**src/rtl/msc_pkg.sv**
```systemverilog
package msc_pkg;

    localparam int MAX_TERM_INDEX  = 30;
    localparam int INPUT_FRAC_BITS = 27;

    localparam int X_W     = 32;   // angle width
    localparam int N_W     = 5;    // last_term_index width
    localparam int K_W     = 6;    // term index, up to 2*MAX_TERM_INDEX+1
    localparam int OUT_W   = 40;   // Q15.24 result width
    localparam int MAG_W   = 62;   // term magnitude, unsigned Q22.40
    localparam int PROD_W  = 64;   // one 32x32 partial product
    localparam int FULL_W  = 95;   // full 62x32 product plus rounding
    localparam int ACC_W   = 61;   // signed Q.32 accumulator
    localparam int TERM_FRAC = 40;

    localparam logic [63:0] TWO32 = 64'h0000_0001_0000_0000;

    // 1/k in Q0.32, rounded to nearest, for k >= 2
    localparam logic [31:0] RECIP_ROM [64] = '{
        32'd0,                                  32'd0,
        32'((TWO32 + 64'd1)  / 64'd2),          32'((TWO32 + 64'd1)  / 64'd3),
        32'((TWO32 + 64'd2)  / 64'd4),          32'((TWO32 + 64'd2)  / 64'd5),
        32'((TWO32 + 64'd3)  / 64'd6),          32'((TWO32 + 64'd3)  / 64'd7),
        32'((TWO32 + 64'd4)  / 64'd8),          32'((TWO32 + 64'd4)  / 64'd9),
        32'((TWO32 + 64'd5)  / 64'd10),         32'((TWO32 + 64'd5)  / 64'd11),
        32'((TWO32 + 64'd6)  / 64'd12),         32'((TWO32 + 64'd6)  / 64'd13),
        32'((TWO32 + 64'd7)  / 64'd14),         32'((TWO32 + 64'd7)  / 64'd15),
        32'((TWO32 + 64'd8)  / 64'd16),         32'((TWO32 + 64'd8)  / 64'd17),
        32'((TWO32 + 64'd9)  / 64'd18),         32'((TWO32 + 64'd9)  / 64'd19),
        32'((TWO32 + 64'd10) / 64'd20),         32'((TWO32 + 64'd10) / 64'd21),
        32'((TWO32 + 64'd11) / 64'd22),         32'((TWO32 + 64'd11) / 64'd23),
        32'((TWO32 + 64'd12) / 64'd24),         32'((TWO32 + 64'd12) / 64'd25),
        32'((TWO32 + 64'd13) / 64'd26),         32'((TWO32 + 64'd13) / 64'd27),
        32'((TWO32 + 64'd14) / 64'd28),         32'((TWO32 + 64'd14) / 64'd29),
        32'((TWO32 + 64'd15) / 64'd30),         32'((TWO32 + 64'd15) / 64'd31),
        32'((TWO32 + 64'd16) / 64'd32),         32'((TWO32 + 64'd16) / 64'd33),
        32'((TWO32 + 64'd17) / 64'd34),         32'((TWO32 + 64'd17) / 64'd35),
        32'((TWO32 + 64'd18) / 64'd36),         32'((TWO32 + 64'd18) / 64'd37),
        32'((TWO32 + 64'd19) / 64'd38),         32'((TWO32 + 64'd19) / 64'd39),
        32'((TWO32 + 64'd20) / 64'd40),         32'((TWO32 + 64'd20) / 64'd41),
        32'((TWO32 + 64'd21) / 64'd42),         32'((TWO32 + 64'd21) / 64'd43),
        32'((TWO32 + 64'd22) / 64'd44),         32'((TWO32 + 64'd22) / 64'd45),
        32'((TWO32 + 64'd23) / 64'd46),         32'((TWO32 + 64'd23) / 64'd47),
        32'((TWO32 + 64'd24) / 64'd48),         32'((TWO32 + 64'd24) / 64'd49),
        32'((TWO32 + 64'd25) / 64'd50),         32'((TWO32 + 64'd25) / 64'd51),
        32'((TWO32 + 64'd26) / 64'd52),         32'((TWO32 + 64'd26) / 64'd53),
        32'((TWO32 + 64'd27) / 64'd54),         32'((TWO32 + 64'd27) / 64'd55),
        32'((TWO32 + 64'd28) / 64'd56),         32'((TWO32 + 64'd28) / 64'd57),
        32'((TWO32 + 64'd29) / 64'd58),         32'((TWO32 + 64'd29) / 64'd59),
        32'((TWO32 + 64'd30) / 64'd60),         32'((TWO32 + 64'd30) / 64'd61),
        32'd0,                                  32'd0
    };

    typedef struct packed {
        logic           load;       // capture angle, clear sums
        logic           mul_lo;     // low partial product
        logic           mul_hi;     // high partial product
        logic           mul_fix;    // combine, round, clip into magnitude
        logic           sel_recip;  // multiply by 1/k instead of x
        logic           acc;        // add current term to its series
        logic           finish;     // round and clip both sums, emit beat
        logic [K_W-1:0] k;
    } t_dp_cmd;

endpackage

```
**src/rtl/msc_ctrl.sv**
```systemverilog
module msc_ctrl (
    input  logic                      i_clk,
    input  logic                      i_rst_n,
    input  logic                      start,
    output logic                      busy,
    input  logic                      i_cfg_wr_en,
    input  logic [msc_pkg::N_W-1:0]   i_cfg_wr_data,
    output msc_pkg::t_dp_cmd          o_cmd
);

    localparam int K_W = msc_pkg::K_W;
    localparam int N_W = msc_pkg::N_W;

    localparam logic [2:0] S_IDLE = 3'd0;
    localparam logic [2:0] S_ACC  = 3'd1;
    localparam logic [2:0] S_MLO  = 3'd2;
    localparam logic [2:0] S_MHI  = 3'd3;
    localparam logic [2:0] S_MFIX = 3'd4;
    localparam logic [2:0] S_FIN  = 3'd5;

    logic [2:0]     r_state, n_state;
    logic [K_W-1:0] r_k, n_k;
    logic [K_W-1:0] r_kmax, n_kmax;
    logic           r_phase, n_phase;
    logic [N_W-1:0] r_last_term;
    logic [N_W-1:0] n_clamp;

    assign busy = (r_state != S_IDLE);

    assign n_clamp = (r_last_term > N_W'(msc_pkg::MAX_TERM_INDEX))
                   ? N_W'(msc_pkg::MAX_TERM_INDEX) : r_last_term;

    always_comb begin
        n_state = r_state;
        n_k     = r_k;
        n_kmax  = r_kmax;
        n_phase = r_phase;
        o_cmd   = '0;
        o_cmd.k = r_k;
        o_cmd.sel_recip = r_phase;
        case (r_state)
            S_IDLE: begin
                if (start) begin
                    o_cmd.load = 1'b1;
                    n_kmax  = K_W'({n_clamp, 1'b1});   // 2n+1
                    n_k     = '0;
                    n_phase = 1'b0;
                    n_state = S_ACC;
                end
            end
            S_ACC: begin
                o_cmd.acc = 1'b1;
                if (r_k == r_kmax) begin
                    n_state = S_FIN;
                end else begin
                    n_k     = r_k + K_W'(1);
                    n_phase = 1'b0;
                    n_state = S_MLO;
                end
            end
            S_MLO: begin
                o_cmd.mul_lo = 1'b1;
                n_state = S_MHI;
            end
            S_MHI: begin
                o_cmd.mul_hi = 1'b1;
                n_state = S_MFIX;
            end
            S_MFIX: begin
                o_cmd.mul_fix = 1'b1;
                // after the x multiply, scale by 1/k unless k is 1
                if (!r_phase && (r_k > K_W'(1))) begin
                    n_phase = 1'b1;
                    n_state = S_MLO;
                end else begin
                    n_state = S_ACC;
                end
            end
            S_FIN: begin
                o_cmd.finish = 1'b1;
                n_state = S_IDLE;
            end
            default: begin
                n_state = S_IDLE;
            end
        endcase
    end

    always_ff @(posedge i_clk) begin
        if (!i_rst_n) begin
            r_state     <= S_IDLE;
            r_k         <= '0;
            r_kmax      <= '0;
            r_phase     <= 1'b0;
            r_last_term <= N_W'(5);
        end else begin
            r_state <= n_state;
            r_k     <= n_k;
            r_kmax  <= n_kmax;
            r_phase <= n_phase;
            if (i_cfg_wr_en) begin
                r_last_term <= i_cfg_wr_data;
            end
        end
    end

    a_start_busy: assert property (@(posedge i_clk) disable iff (!i_rst_n)
        start && !busy |=> busy)
        else $error("accepted angle did not raise busy");

    a_k_bound: assert property (@(posedge i_clk) disable iff (!i_rst_n)
        r_state != S_IDLE |-> r_k <= r_kmax)
        else $error("term index ran past last term");

    a_recip_phase: assert property (@(posedge i_clk) disable iff (!i_rst_n)
        (r_phase && r_state != S_IDLE) |-> r_k > K_W'(1))
        else $error("reciprocal step on term zero or one");

endmodule

```
**src/rtl/msc_dp.sv**
```systemverilog
module msc_dp (
    input  logic                              i_clk,
    input  logic                              i_rst_n,
    input  msc_pkg::t_dp_cmd                  i_cmd,
    input  logic signed [msc_pkg::X_W-1:0]    i_x_value,
    output logic                              o_valid,
    output logic signed [msc_pkg::OUT_W-1:0]  o_sine_sum,
    output logic signed [msc_pkg::OUT_W-1:0]  o_cosine_sum,
    output logic                              o_saturated
);

    localparam int X_W    = msc_pkg::X_W;
    localparam int MAG_W  = msc_pkg::MAG_W;
    localparam int PROD_W = msc_pkg::PROD_W;
    localparam int FULL_W = msc_pkg::FULL_W;
    localparam int ACC_W  = msc_pkg::ACC_W;
    localparam int OUT_W  = msc_pkg::OUT_W;
    localparam int S_W    = ACC_W - 8;          // sum after dropping 8 fraction bits
    localparam int Q_W    = MAG_W + 1 - 8;      // term rounded to Q.32

    localparam logic [FULL_W-1:0] RND_X =
        FULL_W'(1) << (msc_pkg::INPUT_FRAC_BITS - 1);
    localparam logic [FULL_W-1:0] RND_R = FULL_W'(1) << 31;
    localparam logic signed [S_W-1:0] OUT_HI =
        {{(S_W - OUT_W + 1){1'b0}}, {(OUT_W - 1){1'b1}}};
    localparam logic signed [S_W-1:0] OUT_LO =
        {{(S_W - OUT_W + 1){1'b1}}, {(OUT_W - 1){1'b0}}};

    logic [X_W-1:0]           r_xmag;
    logic                     r_xneg;
    logic [MAG_W-1:0]         r_mag;
    logic                     r_tneg;
    logic [PROD_W-1:0]        r_prod_lo;
    logic [MAG_W-1:0]         r_prod_hi;
    logic signed [ACC_W-1:0]  r_acc_s;
    logic signed [ACC_W-1:0]  r_acc_c;
    logic                     r_clip;
    logic                     r_valid;
    logic signed [OUT_W-1:0]  r_sine;
    logic signed [OUT_W-1:0]  r_cosine;
    logic                     r_sat;

    logic [31:0]              mul_a;
    logic [31:0]              mul_b;
    logic [PROD_W-1:0]        mul_p;
    logic [FULL_W-1:0]        full;
    logic [FULL_W-1:0]        shifted;
    logic                     over;
    logic [MAG_W:0]           mag_rnd;
    logic [Q_W-1:0]           q32;
    logic signed [ACC_W-1:0]  term;
    logic                     term_neg;
    logic [OUT_W:0]           fin_s;
    logic [OUT_W:0]           fin_c;

    // round half up, arithmetic shift by 8, clip to the output range; MSB is the clip flag
    function automatic logic [OUT_W:0] fin_round(input logic signed [ACC_W-1:0] acc);
        logic signed [ACC_W-1:0] v;
        logic signed [S_W-1:0]   s;
        logic [OUT_W:0]          res;
        v = acc + ACC_W'(128);
        s = v[ACC_W-1:8];
        if (s > OUT_HI) begin
            res = {1'b1, OUT_HI[OUT_W-1:0]};
        end else if (s < OUT_LO) begin
            res = {1'b1, OUT_LO[OUT_W-1:0]};
        end else begin
            res = {1'b0, s[OUT_W-1:0]};
        end
        return res;
    endfunction

    // one shared 32x32 multiplier, low half of the magnitude first
    assign mul_b = i_cmd.sel_recip ? msc_pkg::RECIP_ROM[i_cmd.k] : r_xmag;
    assign mul_a = i_cmd.mul_hi ? {2'b00, r_mag[MAG_W-1:32]} : r_mag[31:0];
    assign mul_p = PROD_W'(mul_a) * PROD_W'(mul_b);

    assign full = {1'b0, r_prod_hi, 32'd0} + {31'd0, r_prod_lo}
                + (i_cmd.sel_recip ? RND_R : RND_X);
    assign shifted = i_cmd.sel_recip ? (full >> 32) : (full >> msc_pkg::INPUT_FRAC_BITS);
    assign over = |shifted[FULL_W-1:MAG_W];

    assign mag_rnd  = {1'b0, r_mag} + (MAG_W + 1)'(128);
    assign q32      = mag_rnd[MAG_W:8];
    assign term_neg = r_tneg ^ i_cmd.k[1];
    assign term     = term_neg ? -$signed(ACC_W'(q32)) : $signed(ACC_W'(q32));

    assign fin_s = fin_round(r_acc_s);
    assign fin_c = fin_round(r_acc_c);

    always_ff @(posedge i_clk) begin
        if (i_cmd.load) begin
            r_xneg  <= i_x_value[X_W-1];
            r_xmag  <= i_x_value[X_W-1] ? (~i_x_value + X_W'(1)) : i_x_value;
            r_mag   <= MAG_W'(1) << msc_pkg::TERM_FRAC;
            r_tneg  <= 1'b0;
            r_acc_s <= '0;
            r_acc_c <= '0;
            r_clip  <= 1'b0;
        end
        if (i_cmd.mul_lo) begin
            r_prod_lo <= mul_p;
        end
        if (i_cmd.mul_hi) begin
            r_prod_hi <= mul_p[MAG_W-1:0];
        end
        if (i_cmd.mul_fix) begin
            r_mag <= over ? {MAG_W{1'b1}} : shifted[MAG_W-1:0];
            if (over) begin
                r_clip <= 1'b1;
            end
            if (!i_cmd.sel_recip) begin
                r_tneg <= r_tneg ^ r_xneg;
            end
        end
        if (i_cmd.acc) begin
            if (i_cmd.k[0]) begin
                r_acc_s <= r_acc_s + term;
            end else begin
                r_acc_c <= r_acc_c + term;
            end
        end
        if (i_cmd.finish) begin
            r_sine   <= fin_s[OUT_W-1:0];
            r_cosine <= fin_c[OUT_W-1:0];
            r_sat    <= r_clip | fin_s[OUT_W] | fin_c[OUT_W];
        end
    end

    always_ff @(posedge i_clk) begin
        if (!i_rst_n) begin
            r_valid <= 1'b0;
        end else begin
            r_valid <= i_cmd.finish;
        end
    end

    assign o_valid      = r_valid;
    assign o_sine_sum   = r_sine;
    assign o_cosine_sum = r_cosine;
    assign o_saturated  = r_sat;

    a_valid_src: assert property (@(posedge i_clk) disable iff (!i_rst_n)
        r_valid |-> $past(i_cmd.finish))
        else $error("result beat without a finish command");

    a_load_clear: assert property (@(posedge i_clk) disable iff (!i_rst_n)
        i_cmd.load |=> (r_acc_s == '0 && r_acc_c == '0 && !r_clip))
        else $error("sums not cleared on a new angle");

endmodule

```
**src/rtl/maclaurin_sine_cosine.sv**
```systemverilog
// Maclaurin sine and cosine of one angle.
// Input: pulse start with i_x_value (signed Q4.27, radians) while busy is
// low; the angle is taken at that edge. busy stays high until the result
// is computed.
// Output: o_sine_sum and o_cosine_sum (signed Q15.24) with o_saturated are
// valid for exactly one cycle, marked by o_valid. There is no back-pressure;
// the receiver must take the beat when it appears.
// Config: i_cfg_wr_en / i_cfg_wr_data write last_term_index n (terms 0..n
// of each series, values above 30 act as 30). Write it only while idle.
// Datapath: terms x^k/k! for k = 0..2n+1 are built by one shared 32x32
// multiplier; each 62x32 product is formed from two partial products
// and a round/clip step, two products per term for k >= 2. No new angle
// is taken while busy; start is accepted again in the o_valid cycle.
// Reset: synchronous active low; returns to idle, drops any angle in flight
// and sets n to 5.
module maclaurin_sine_cosine (
    input  logic                              i_clk,
    input  logic                              i_rst_n,
    input  logic                              start,
    output logic                              busy,
    input  logic signed [msc_pkg::X_W-1:0]    i_x_value,
    input  logic                              i_cfg_wr_en,
    input  logic [msc_pkg::N_W-1:0]           i_cfg_wr_data,
    output logic                              o_valid,
    output logic signed [msc_pkg::OUT_W-1:0]  o_sine_sum,
    output logic signed [msc_pkg::OUT_W-1:0]  o_cosine_sum,
    output logic                              o_saturated
);

    msc_pkg::t_dp_cmd cmd;

    msc_ctrl u_ctrl (
        .i_clk         (i_clk),
        .i_rst_n       (i_rst_n),
        .start         (start),
        .busy          (busy),
        .i_cfg_wr_en   (i_cfg_wr_en),
        .i_cfg_wr_data (i_cfg_wr_data),
        .o_cmd         (cmd)
    );

    msc_dp u_dp (
        .i_clk        (i_clk),
        .i_rst_n      (i_rst_n),
        .i_cmd        (cmd),
        .i_x_value    (i_x_value),
        .o_valid      (o_valid),
        .o_sine_sum   (o_sine_sum),
        .o_cosine_sum (o_cosine_sum),
        .o_saturated  (o_saturated)
    );

endmodule

```
**config.mk**
```make
export PLATFORM = sky130hd
export DESIGN_NAME = maclaurin_sine_cosine
export DESIGN_NICKNAME = d
export VERILOG_FILES = /design/src/rtl/msc_pkg.sv /design/src/rtl/msc_ctrl.sv /design/src/rtl/msc_dp.sv /design/src/rtl/maclaurin_sine_cosine.sv
export SDC_FILE = /design/constraint.sdc
export NUM_CORES = 2
export LEC_CHECK = 0
export BUFFER_PORTS_ARGS = -buffer_cell sky130_fd_sc_hd__buf_4
export CORE_ASPECT_RATIO = 0.75
export CORE_MARGIN = 2
export CORE_UTILIZATION = 47
export DETAILED_ROUTE_END_ITERATION = 8
export SLEW_MARGIN = 20
export SYNTH_ARGS = -nofsm -noshare
export SYNTH_HDL_FRONTEND = slang
export SYNTH_HIERARCHICAL = 1
export SYNTH_SLANG_ARGS = --single-unit
```
**constraint.sdc**
```tcl
create_clock -name i_clk -period 25.2 [get_ports i_clk]
set_input_delay 0 -clock i_clk [delete_from_list [all_inputs] [get_ports i_clk]]
set_output_delay 0 -clock i_clk [all_outputs]
set_load 0.005 [all_outputs]
```
==> metrics <==
status finished clean; Top FF cell, synth edfxtp_1; initial antenna violation count 10; dpl hpwl 179 mm; GRT Util Overall 32.1%; clock network latency to the later pin of the worst-skew pair 650 ps; total CTS buffers 49; asr flop ratio synth 0%; final RePlAce weighted congestion 0.988; min Tclk post-route 11,550 ps; CTS root buf clkbuf_16; vias per inst 5.89; Max-Cap Viols 0; core area 0.138 sq mm; Arr. time, crit path 11,920 ps; ANT nets after route 0; Clock Path Buffers 3; Worst Hold Class primary input to register; DRT Wirelength 227 mm; register area 0.0112 sq mm; first-pass GRT wire length 343 mm; total nets after synthesis 8,929; RSZ-0062 raised after global routing false; top cells by area, synth fa_1 (28%), edfxtp_1 (13%), ha_1 (8.5%); syn_area_per_cell 8.61 sq um; multi-input logic area 0.0486 sq mm; crit path max fanout 32; synth warn 6; drt pass-1 iters 6; Vias 55,400; met2 global-route usage 43.4%; largest net degree at the start of global routing 79; grt peak-use layer met1; CTS resizes 0; Crit path largest cell delay 780 ps; CTS tree done; final max-slew violation count 0; worst slew pin tran 1180 ps; Synth Register Bits 422; met3 usage 8.39%; most numerous cell on the critical path fa_1; setup tns final 0 ps; clock-pin slew on the worst setup and hold paths 60 ps; mapped cell area 0.0650 sq mm; Clock Sinks 422; input/output buffers 123; final setup vio count 0; CP Launch Type register; Synth top area share 27.7%; Post-Synthesis Cells 7,551; Distinct cells, synth 109; Die Ht 326 um; grt ovf 0; htree depth 2; grt met1 use 50.1%; Area Overhead vs Synth 8.30%; Initial Util 47.2%; I/O pin cnt 124; CP endpoint kind register; nets 8,889; Die W 433 um; vias in the first global route 53,500; number of flops mapped to enable cells by yosys 276; die area 0.141 sq mm; layout cells sized above 1 7.30%; DR DRC count 0; WP data required 25,580 ps; WL/cell 24.1 um; initial drt markers 6,025; Cell Rows 118; part of the Yosys area used for sequential elements 17.2%; Layout Skew 25.2 ps; Yosys top cell by area fa_1; fmax 86.6 MHz; critical path class register to register; CP max stage cell ha_1; Hold Fails Final Rpt 0; fill cell count 13,100; Final period util 45.8%; max_slew headroom 20.0%
-- per-layer routing --
| metal | share of wire, % | vias up |
|---|---|---|
| li1 | - | 24700 |
| met1 | 46 | 27700 |
| met2 | 39 | 2671 |
| met3 | 12 | 325 |
| met4 | 3.0 | 6 |
| met5 | 0.020 | - |
-- flip-flops by register name (all words and copies together) (netlist names) --
register            cells
u_ctrl/r_state          3
u_dp/r_xmag            32
u_dp/o_saturated        1
u_dp/r_mag             62
u_dp/r_acc_c           61
u_dp/r_prod_hi         62
u_dp/r_xneg             1
u_dp/r_clip             1
u_ctrl/r_phase          1
u_dp/o_sine_sum        40
u_dp/o_valid            1
u_ctrl/r_k              6
u_ctrl/r_kmax           6
u_dp/r_acc_s           61
u_ctrl/r_last_term      5
u_dp/o_cosine_sum      40
u_dp/r_prod_lo         38
u_dp/r_tneg             1
-- cell usage in the layout, fill, tap and decap left out, types with 14 or more instances in the layout --
cell type,n
buf_4,233
or2_2,61
nand4_1,85
dlygate4sd3_1,76
ha_1,439
o21bai_1,34
a21oi_1,350
o21ai_0,405
edfxtp_1,276
mux2_2,47
nor3_1,65
o211ai_1,25
and2_1,55
a211oi_1,38
nor2_1,840
nor3b_1,14
a21o_1,151
nand2b_1,70
and4_1,21
nand2_1,731
nand3_1,261
mux2i_2,26
clkbuf_16,49
a31oi_1,51
inv_1,1055
mux2i_1,33
and3_1,59
or3_1,23
o31ai_1,24
nor2b_1,42
dfxtp_1,141
o21a_1,44
fa_1,898
xnor2_1,260
xor2_1,207
-- worst paths after layout --
path,slack [ps],endpoint,start,depth (start not counted)
setup / recovery,13650,u_dp/r_prod_lo[62],u_ctrl/r_k[0],35
hold / removal,120,u_dp/r_xmag[0],i_x_value[0],2
setup reg to reg,13650,u_dp/r_prod_lo[62],u_ctrl/r_k[0],35
hold reg to reg,470,u_ctrl/r_kmax[3],u_ctrl/r_last_term[2],2
-- cells in the mapped netlist (all sizes together), types with 208 or more instances --
cell type / n
a21oi: 360
clkbuf: 333
edfxtp: 276
fa: 898
ha: 439
inv: 1057
nand2: 735
nand3: 262
nor2: 843
o21ai: 418
xnor2: 261
xor2: 208
-- cell type report --
| cell class | count | area share [%] |
|---|---|---|
| Antenna cell | 3 | 0.0107 |
| Multi-Input combinational cell | 5669 | 69.0 |
| Clock inverter | 37 | 0.723 |
| Sequential cell | 422 | 15.9 |
| Timing Repair Buffer | 309 | 3.57 |
| Clock buffer | 53 | 1.76 |
| Tap cell | 1860 | 3.31 |
| Inverter | 1060 | 5.66 |
-- kinds of logic (layout without fill, tap and decap cells) --
family                     count (synthesis)  after routing  synth area share [%]
and+or+nand+nor                         2421           2421                  17.2
buffers and inverters                   1460           1459                  8.59
adders and majority gates               1337           1337                  36.1
AOI/OAI and AO/OA                       1322           1322                  12.6
xor gates and xnor gates                 469            469                  6.32
DFF                                      422            422                  17.2
muxes                                    120            120                  1.97
other                                      0              3                     0
-- stage by stage --
| step | util [%] | cell area [sq um] | instances | hold slack [ps] | worst slack (ps) |
|---|---|---|---|---|---|
| 3_3_place_gp | 49.3 | 67900 | 9244 | 208 | 13880 |
| 4_1_cts | 51.1 | 70400 | 9410 | 61.7 | 13720 |
| 3_5_place_dp | 49.3 | 67900 | 9244 | 213 | 13790 |
| 2_1_floorplan | - | 65000 | 7551 | 98.9 | 14170 |
| 6_report | 51.2 | 70400 | 9413 | 117 | 13650 |
| 5_1_grt | 51.1 | 70400 | 9410 | 118 | 13180 |
-- repair_timing --
| item | in CTS | in global routing |
|---|---|---|
| endpoints found under the hold margin | 55 | 0 |
| setup endpoints to repair | 0 | 0 |
| setup buffers | 0 | 0 |
| hold buffers | 76 | 0 |
-- critical path, delay by kind of cell, from the launching register on --
kind / cells / cell delay (ps)
xor+xnor: 1 / 160
buf+inv: 7 / 980
compound gates: 13 / 3030
flops: 1 / 330
fa+ha+maj: 10 / 5390
simple gates: 4 / 1350
Power is left out: the tool's default activity adds up to more than one toggle a clock period on the data nets, which glitch-free logic cannot reach.
